## src/hdl/psu_pkg.sv

```systemverilog
// Package for the PNG scanline unfilter: sizes, filter and register codes,
// the stage item struct and the Paeth predictor function.
// Depends on nothing; every other file of the block but psu_ram uses it.
package psu_pkg;

   localparam int MAX_WIDTH       = 4096;
   localparam int BYTES_PER_PIXEL = 3;
   localparam int HEIGHT_LIMIT    = 4096;
   localparam int STORE_DEPTH     = MAX_WIDTH * BYTES_PER_PIXEL;
   localparam int IDX_W           = $clog2(STORE_DEPTH);
   localparam int COL_W           = $clog2(MAX_WIDTH);
   localparam int ROW_W           = $clog2(HEIGHT_LIMIT);
   localparam int DIM_W           = 13;
   localparam int CSR_ADDR_W      = 3;
   localparam int CSR_DATA_W      = 32;
   localparam int REG_SEL_BIT     = 2;

   typedef logic [7:0]       byte_type;
   typedef logic [1:0]       chan_type;
   typedef logic [DIM_W-1:0] dim_type;
   typedef logic [IDX_W-1:0] idx_type;
   typedef logic [COL_W-1:0] col_type;
   typedef logic [ROW_W-1:0] row_type;

   localparam byte_type FILT_NONE  = 8'd0;
   localparam byte_type FILT_SUB   = 8'd1;
   localparam byte_type FILT_UP    = 8'd2;
   localparam byte_type FILT_AVG   = 8'd3;
   localparam byte_type FILT_PAETH = 8'd4;

   localparam chan_type CHAN_FIRST = 2'd0;
   localparam chan_type CHAN_LAST  = chan_type'(BYTES_PER_PIXEL - 1);

   localparam logic REG_WIDTH  = 1'b0;
   localparam logic REG_HEIGHT = 1'b1;

   // One channel byte on its way from the counter stage to reconstruction.
   typedef struct packed {
      byte_type filter;
      byte_type data;
      chan_type chan;
      idx_type  idx;
      logic     a_en;
      logic     b_en;
      logic     row_end;
      logic     frame_end;
   } item_type;

   // Zero counts as one; larger values saturate at the limit.
   function automatic dim_type clamp_dim(dim_type v, dim_type lim);
      dim_type r;
      r = v;
      if (v == '0) begin
         r = dim_type'(1);
      end else if (v > lim) begin
         r = lim;
      end
      return r;
   endfunction

   function automatic byte_type paeth_pick(byte_type a, byte_type b, byte_type c);
      logic signed [9:0] sa;
      logic signed [9:0] sb;
      logic signed [9:0] sc;
      logic signed [9:0] pa;
      logic signed [9:0] pb;
      logic signed [9:0] pc;
      byte_type          r;
      sa = signed'({2'b00, a});
      sb = signed'({2'b00, b});
      sc = signed'({2'b00, c});
      // p - a = b - c, p - b = a - c, p - c = a + b - 2c.
      pa = sb - sc;
      pb = sa - sc;
      pc = sa + sb - sc - sc;
      if (pa < 0) pa = -pa;
      if (pb < 0) pb = -pb;
      if (pc < 0) pc = -pc;
      if (pa <= pb && pa <= pc) begin
         r = a;
      end else if (pb <= pc) begin
         r = b;
      end else begin
         r = c;
      end
      return r;
   endfunction

endpackage

```

## src/hdl/psu_if.sv

```systemverilog
// Stream interfaces of the PNG scanline unfilter: the byte request channel
// and the reconstructed byte response channel. Depends on psu_pkg.
interface psu_req_if;
   logic               valid;
   logic               ready;
   psu_pkg::byte_type  stream_byte;
   logic               frame_start;

   modport source (output valid, output stream_byte, output frame_start, input ready);
   modport sink   (input valid, input stream_byte, input frame_start, output ready);
endinterface


```

## src/hdl/psu_front.sv

```systemverilog
// Counter stage of the PNG scanline unfilter: takes request words, tracks
// filter type, row, column and channel, and issues the line store read.
// Depends on psu_pkg and psu_if.
module psu_front (
   input  logic               clock,
   input  logic               reset,
   psu_req_if.sink            req_bus,
   input  psu_pkg::dim_type   width_eff,
   input  psu_pkg::dim_type   height_eff,
   input  logic               s1_advance,
   output logic               s1_valid,
   output psu_pkg::item_type  s1_item,
   output logic               rd_en,
   output psu_pkg::idx_type   rd_addr
);
   import psu_pkg::*;

   byte_type filter_ff, filter_in;
   col_type  col_ff, col_in;
   chan_type chan_ff, chan_in;
   row_type  row_ff, row_in;
   logic     expect_ff, expect_in;
   logic     s1_valid_ff, s1_valid_in;
   item_type item_ff;

   logic     accept;
   logic     take_filter;
   col_type  x;
   idx_type  idx;
   logic     row_end;
   logic     frame_end;
   item_type item_new;

   assign req_bus.ready = !s1_valid_ff || s1_advance;
   assign accept        = req_bus.valid && req_bus.ready;
   // A frame start always turns the word into the filter type of row zero.
   assign take_filter   = req_bus.frame_start || expect_ff;

   always_comb begin
      // A column beyond a narrowed width reuses the last column's store entry.
      if ({1'b0, col_ff} >= width_eff) begin
         x = col_type'(width_eff - dim_type'(1));
      end else begin
         x = col_ff;
      end
      idx       = idx_type'({x, 1'b0}) + idx_type'(x) + idx_type'(chan_ff);
      row_end   = (chan_ff == CHAN_LAST) && (({1'b0, col_ff} + dim_type'(1)) >= width_eff);
      frame_end = row_end && (({1'b0, row_ff} + dim_type'(1)) >= height_eff);

      item_new.filter    = filter_ff;
      item_new.data      = req_bus.stream_byte;
      item_new.chan      = chan_ff;
      item_new.idx       = idx;
      item_new.a_en      = (col_ff != '0);
      item_new.b_en      = (row_ff != '0);
      item_new.row_end   = row_end;
      item_new.frame_end = frame_end;
   end

   always_comb begin
      filter_in = filter_ff;
      col_in    = col_ff;
      chan_in   = chan_ff;
      row_in    = row_ff;
      expect_in = expect_ff;
      if (accept) begin
         if (take_filter) begin
            filter_in = req_bus.stream_byte;
            col_in    = '0;
            chan_in   = CHAN_FIRST;
            expect_in = 1'b0;
            if (req_bus.frame_start) begin
               row_in = '0;
            end
         end else if (row_end) begin
            col_in    = '0;
            chan_in   = CHAN_FIRST;
            expect_in = 1'b1;
            row_in    = frame_end ? '0 : row_ff + row_type'(1);
         end else if (chan_ff == CHAN_LAST) begin
            chan_in = CHAN_FIRST;
            col_in  = col_ff + col_type'(1);
         end else begin
            chan_in = chan_ff + chan_type'(1);
         end
      end
   end

   assign rd_en   = accept && !take_filter;
   assign rd_addr = idx;

   always_comb begin
      if (rd_en) begin
         s1_valid_in = 1'b1;
      end else if (s1_advance) begin
         s1_valid_in = 1'b0;
      end else begin
         s1_valid_in = s1_valid_ff;
      end
   end

   always_ff @(posedge clock) begin
      if (reset) begin
         filter_ff   <= FILT_NONE;
         col_ff      <= '0;
         chan_ff     <= CHAN_FIRST;
         row_ff      <= '0;
         expect_ff   <= 1'b1;
         s1_valid_ff <= 1'b0;
      end else begin
         filter_ff   <= filter_in;
         col_ff      <= col_in;
         chan_ff     <= chan_in;
         row_ff      <= row_in;
         expect_ff   <= expect_in;
         s1_valid_ff <= s1_valid_in;
      end
   end

   always_ff @(posedge clock) begin
      if (rd_en) begin
         item_ff <= item_new;
      end
   end

   assign s1_valid = s1_valid_ff;
   assign s1_item  = item_ff;

`ifndef SYNTHESIS
   a_item_held: assert property (@(posedge clock) disable iff (reset)
      s1_valid_ff && !s1_advance |=> s1_valid_ff && $stable(item_ff))
      else $error("stage item changed while waiting for reconstruction");
   a_frame_restart: assert property (@(posedge clock) disable iff (reset)
      accept && req_bus.frame_start |=> !expect_ff && col_ff == '0 && row_ff == '0
                                        && chan_ff == CHAN_FIRST)
      else $error("frame start did not restart row and column");
   a_addr_range: assert property (@(posedge clock) disable iff (reset)
      rd_en |-> (32'(rd_addr) < STORE_DEPTH))
      else $error("line store read beyond its depth");
`endif

endmodule

```

## src/flat_wrapper.sv

```systemverilog
// flat-port wrapper written by rule: the top's interface ports become plain ports
module psu_front_flat import psu_pkg::*;
  (clock, reset, width_eff, height_eff, s1_advance, s1_valid, s1_item, rd_en, rd_addr, req_bus_valid, req_bus_stream_byte, req_bus_frame_start, req_bus_ready);
  psu_req_if req_bus_i ();
  input  logic clock;
  input  logic reset;
  input  psu_pkg::dim_type width_eff;
  input  psu_pkg::dim_type height_eff;
  input  logic s1_advance;
  output logic s1_valid;
  output psu_pkg::item_type s1_item;
  output logic rd_en;
  output psu_pkg::idx_type rd_addr;
  input wire logic [$bits(req_bus_i.valid)-1:0] req_bus_valid;
  input wire logic [$bits(req_bus_i.stream_byte)-1:0] req_bus_stream_byte;
  input wire logic [$bits(req_bus_i.frame_start)-1:0] req_bus_frame_start;
  output wire logic [$bits(req_bus_i.ready)-1:0] req_bus_ready;
  assign req_bus_i.valid = req_bus_valid;
  assign req_bus_i.stream_byte = req_bus_stream_byte;
  assign req_bus_i.frame_start = req_bus_frame_start;
  assign req_bus_ready = req_bus_i.ready;
  psu_front u_core (.clock(clock), .reset(reset), .req_bus(req_bus_i), .width_eff(width_eff), .height_eff(height_eff), .s1_advance(s1_advance), .s1_valid(s1_valid), .s1_item(s1_item), .rd_en(rd_en), .rd_addr(rd_addr));
endmodule
```

## config.mk

```make
export PLATFORM = sky130hd
export DESIGN_NAME = psu_front_flat
export DESIGN_NICKNAME = d
export VERILOG_FILES = /design/src/hdl/psu_pkg.sv /design/src/hdl/psu_if.sv /design/src/hdl/psu_front.sv /design/src/flat_wrapper.sv
export SDC_FILE = /design/constraint.sdc
export NUM_CORES = 1
export LEC_CHECK = 0
export BUFFER_PORTS_ARGS = -buffer_cell sky130_fd_sc_hd__buf_2
export CORE_UTILIZATION = 40
export CTS_CLUSTER_DIAMETER = 80
export DETAILED_ROUTE_END_ITERATION = 10
export PLACE_DENSITY = 0.69
export SETUP_SLACK_MARGIN = 0.2
export SLEW_MARGIN = 10
export SYNTH_ARGS = -nofsm -noshare
export SYNTH_HDL_FRONTEND = slang
export SYNTH_SLANG_ARGS = --single-unit
```

## constraint.sdc

```tcl
create_clock -name clock -period 7.1 [get_ports clock]
set_input_delay 0.71 -clock clock [delete_from_list [all_inputs] [get_ports clock]]
set_output_delay 0.71 -clock clock [all_outputs]
set_load 0.05 [all_outputs]
```

Yosys cells after proc, flatten, opt, wreduce, memory -nomap -nowiden
Cells that the tools add are included. W data, S select, Z words.

Flip-flop bits (word level): 72. Input bits: 39. Logic and storage cells: 59.

$add $sub $neg: 8. Magnitude comparators: 3. Equal/unequal tests: 2. Mux-type cells: 15. Reductions and logical operators: 17.

Operators by type and width (count): $mux W12 (8); $add A12 B1 Y13 const B (2); $ge A13 B13 Y1 (2); $add A12 B1 Y12 const B (2); $reduce_bool A12 Y1 (2); $add A13 B12 Y14 (1); $add A14 B2 Y14 (1); $ge A12 B13 Y1 (1); $sub A12 B1 Y12 const B (1); $mux W2 (3); $reduce_and A2 Y1 (3); $logic_and A1 B1 Y1 (4); $mux W1 (4); $reduce_bool A2 Y1 (2); $reduce_and A3 Y1 (1); $reduce_bool A3 Y1 (1); $add A2 B1 Y2 const B (1); $eq A2 B2 Y1 const B (1); $logic_not A1 Y1 (2); $logic_or A1 B1 Y1 (2); $ne A2 B2 Y1 const B (1).

Longest topological paths before layout
Word-level depth: 7. Depth in mapped cells: 19.

Least setup slack after synthesis
Ideal clock, no wire load.

Kind: input to output. Start: input port width_eff[10]. End: output port rd_addr[9]. Arrival: 4769 ps. Data required time: 6390 ps. Setup slack: 1621 ps. Cell stages on the path: 19. Cells stage by stage: inv_1 > ha_1 > a211o_1 > a2111oi_0 > o21ai_0 > o21bai_1 > a21oi_1 > buf_2 > mux2i_1 > fa_1 > ha_1 > fa_1 > a21o_1 > a21oi_1 > o211ai_1 > a21o_1 > a21oi_1 > xnor2_1 > buf_4.

RTL lines: from (decl) (RTL line flat_wrapper.sv:7) `input psu_pkg::dim_type width_eff;`; to (decl) (RTL line flat_wrapper.sv:13) `output psu_pkg::idx_type rd_addr;`.

Worst setup path in the final report
Start: input port width_eff[10]. End: output port rd_addr[11].

Cells in the longest elaborated chain, start to end: 4.

Ends and longest elaborated chain: $sub A12 B1 Y12 / $ge A12 B13 Y1 (equally long branches) (RTL line psu_front.sv:42, psu_front.sv:41); $mux W12 * (RTL line psu_front.sv:41) `if ({1'b0, col_ff} >= width_eff) begin`; $add A13 B12 Y14 * (RTL line psu_front.sv:46) `idx = idx_type'({x, 1'b0}) + idx_type'(x) + idx_type'(chan_ff);`; $add A14 B2 Y14 * (RTL line psu_front.sv:46).

Mark *: on every way between the ends. The rest lies on a longest branch, timed or not.

==> reports/metrics.csv <==
stage,metric,value,unit
run_status,status,"finished, final reports clean",
final_layout,share of cells above drive strength 1,0.218,
timing,final hold vios,0,
timing,Least-Margin Pin Slew,0.917,ns
logic_synthesis,post-synthesis cell type count,59,
grt,first-pass GRT wire length,18.0,mm
logic_synthesis,"Primary FF master, synth",edfxtp_1,
final_layout,fin cells,734,
logic_synthesis,Synth area leader,edfxtp_1,
logic_synthesis,syn_nets,611,
final_layout,design area,5700,um^2
timing,# setup viols final,0,
worst_setup_path,slowest CP cell,fa_1,
final_layout,area occupied by multi-input gates,2800,um^2
logic_synthesis,Post-synth EDFFs,36,
logic_synthesis,Post-Synthesis Cell Area,4900,um^2
logic_synthesis,number of synthesized register bits,72,
power,Psw,0.233,mW
clocking,Skew-Pair Late Insertion Delay,0.33,ns
worst_setup_path,CP peak stage delay,0.48,ns
grt,largest net degree at the start of global routing,38,
floorplan,I/O Pins,92,
placed_design,gpl congestion,0.879,
final_layout,Area Growth Syn to Fin,16.3,%
detailed_routing,final antenna-violating net count,0,
worst_setup_path,required time of the critical path,6.39,ns
power,Tot Pwr,0.974,mW
job,maxcap violations,0,
clocking,total CTS buffers,9,
power,Worst VDD drop,0.0000759,V
clocking,CTS tree,built,
final_layout,Layout Nets,689,
clocking,hold bufs inserted after CTS,0,
logic_synthesis,Yosys top cell area share,0.221,
placed_design,placed cells,718,
worst_setup_path,Worst Path Arrival,5.43,ns
grt,antenna violations before repair,0,
worst_setup_path,CP Class,input port to output pin,
power,combinational share of power,0.081,
final_layout,"Core Util, Final",0.476,
timing,setup TNS,0,ns
logic_synthesis,Gate Count Post-Synth,504,
detailed_routing,WL final,10.7,mm
logic_synthesis,"Seq/Total Area, Yosys",0.368,
timing,setup ws final,0.956,ns
grt,vias in the first global route,3881,
placed_design,post-DP HPWL,8.20,mm
floorplan,core area,12000,um^2
clocking,Clock Sinks,72,
clocking,Clock Path Buffers,2,
clocking,Worst-path clk slew,0.06,ns
logic_synthesis,yosys warns,0,
worst_setup_path,CP max FO,13,
detailed_routing,Vias/cell,5.40,
detailed_routing,WL per Instance,14.6,um
power,Internal Power,0.740,mW
timing,RSZ-0062 raised after global routing,no,
worst_setup_path,Startpoint Class,input port,
worst_setup_path,critical path endpoint category,output pin,
clocking,CTS root buffer,clkbuf_16,
hold_path,Min-Delay Path Class,flip-flop to flip-flop,
placed_design,port bufs,91,
timing,clock skew,0.00441,ns
grt,All-Layer GR Usage,0.175,
detailed_routing,Remaining DRCs,0,
logic_synthesis,asr flop ratio synth,0,
logic_synthesis,top post-synthesis cells by area,"edfxtp_1, ha_1, dfxtp_1",
clocking,Post-CTS Setup Inserts,0,
placed_design,area post-placement,5400,um^2
worst_setup_path,Crit path max-delay family,compound AO/OA/AOI/OAI gates,
detailed_routing,DRT iter0 DRCs,287,
timing,Final min period,6.14,ns
clocking,CTS resizes,0,
worst_setup_path,"Cell Chain, Critical Path",buf_2 -> inv_1 -> ha_1 -> a211o_1 -> a2111oi_0 -> o21ai_0 -> o21bai_1 -> a21oi_1 -> buf_4 -> mux2i_1 -> fa_1 -> ha_1 -> fa_1 -> a21o_1 -> a21oi_1 -> o211ai_1 -> o21ai_0 -> nand2_1 -> xor2_1 -> buf_2,
floorplan,Cell Rows,40,
floorplan,die height,113,um
power,Switching Share,0.240,
final_layout,Fillers,1124,
timing,FMAX,163,MHz
floorplan,chip width,113,um
detailed_routing,DRT Pass-1 Iters,4,
power,Pwr Density,171,nW/um^2
timing,max-slew headroom at the worst pin,0.389,
detailed_routing,DR vias,3966,
floorplan,starting density of the core,0.410,
placed_design,pre-CTS setup slack,1.03,ns
logic_synthesis,Syn Area/Cell,9.72,um^2
power,Clock power frac,0.461,
final_layout,Reg area,1800,um^2
power,Sequential Power Share,0.458,
final_layout,ant diodes,0,
grt,grt total ovfl,0,
worst_setup_path,Buf/Inv on CP,4,
floorplan,die area,12700,um^2
power,Pleak,2.79,nW
clocking,H-tree depth,3,
timing,"Slew Viols, Final",0,
timing,Hold Worst Slack,0.430,ns
timing,fin crit share,0.865,
cell type report:
type | count | area share
multi-input combinational | 368 | 0.492
clock inverter | 7 | 0.0123
tap | 147 | 0.0323
sequential | 72 | 0.316
clock buffer | 9 | 0.0395
timing repair buffer | 93 | 0.0826
inverter | 38 | 0.0250
cell usage in the layout, fill, tap and decap left out, types with 11 or more instances in the layout:
| cell type | netlist | final |
|---|---|---|
| ha_1 | 66 | 66 |
| a21oi_1 | 26 | 26 |
| nand2_1 | 47 | 47 |
| nor2_1 | 24 | 24 |
| buf_2 | 2 | 91 |
| dfxtp_1 | 36 | 36 |
| a21o_1 | 11 | 11 |
| nand3_1 | 24 | 24 |
| inv_1 | 37 | 37 |
| xnor2_1 | 25 | 25 |
| edfxtp_1 | 36 | 36 |
worst paths after layout:
kind	start	end	slack (ns)	depth (start not counted)
max	width_eff[10]	rd_addr[11]	0.96	20
min reg2reg	u_core.filter_ff[5]	u_core.s1_item[33]	0.43	0
min	u_core.filter_ff[5]	u_core.s1_item[33]	0.43	0
max reg2reg	u_core.col_ff[10]	u_core.s1_item[15]	2.17	17
cells in the mapped netlist (all sizes together) (9+ instances only):
master / instances
a22o: 9
ha: 66
xnor2: 25
edfxtp: 36
a21oi: 26
buf: 17
nor2: 25
mux2: 10
dfxtp: 36
xor2: 9
inv: 38
clkbuf: 9
o21ai: 9
nand2: 47
a21o: 11
nand3: 24
nor3: 10
routing by layer:
layer  GRT usage  up-vias  part of all wire
met3      0.0337       10             0.035
met1       0.212     1886              0.45
met5           0        -                 0
met4      0.0560        0             0.013
li1            -     2003                 -
met2       0.312       67              0.50
power by group through the flow:
stage / registers [mW] / clock network (mW) / logic (mW)
floorplan: 0.469 / 0 / 0.0372
global placement: 0.455 / 0 / 0.0768
detailed placement: 0.455 / 0 / 0.0790
CTS: 0.446 / 0.456 / 0.0797
global route: 0.446 / 0.475 / 0.0872
finish: 0.446 / 0.448 / 0.0792
flip-flops by register name, indices dropped and copies added (netlist names):
name,count
u_core.chan_ff,2
u_core.row_ff,12
u_core.s1_item,36
u_core.col_ff,12
u_core.expect_ff,1
u_core.filter_ff,8
u_core.s1_valid,1
worst reg2reg max path: stages, from the launching register on:
cell       delay, ns
dfxtp_1         0.45
ha_1            0.31
a211o_1         0.31
a2111oi_0       0.40
o21ai_0         0.16
o21bai_1        0.16
a21oi_1         0.08
buf_4           0.20
mux2i_1         0.30
fa_1            0.48
ha_1            0.26
fa_1            0.43
a21o_1          0.17
a21oi_1         0.22
o211ai_1        0.21
o21ai_0         0.28
nand2_1         0.10
xor2_1          0.16
kinds of logic after synthesis:
logic type	Yosys count	synth area share
adders and majority gates	68	0.177
and+or+nand+nor	151	0.154
AOI/OAI and AO/OA	101	0.149
xor gates and xnor gates	34	0.0608
buffers and inverters	64	0.0602
muxes	14	0.0311
DFF	72	0.368
(Power assumes the default switching activity.)
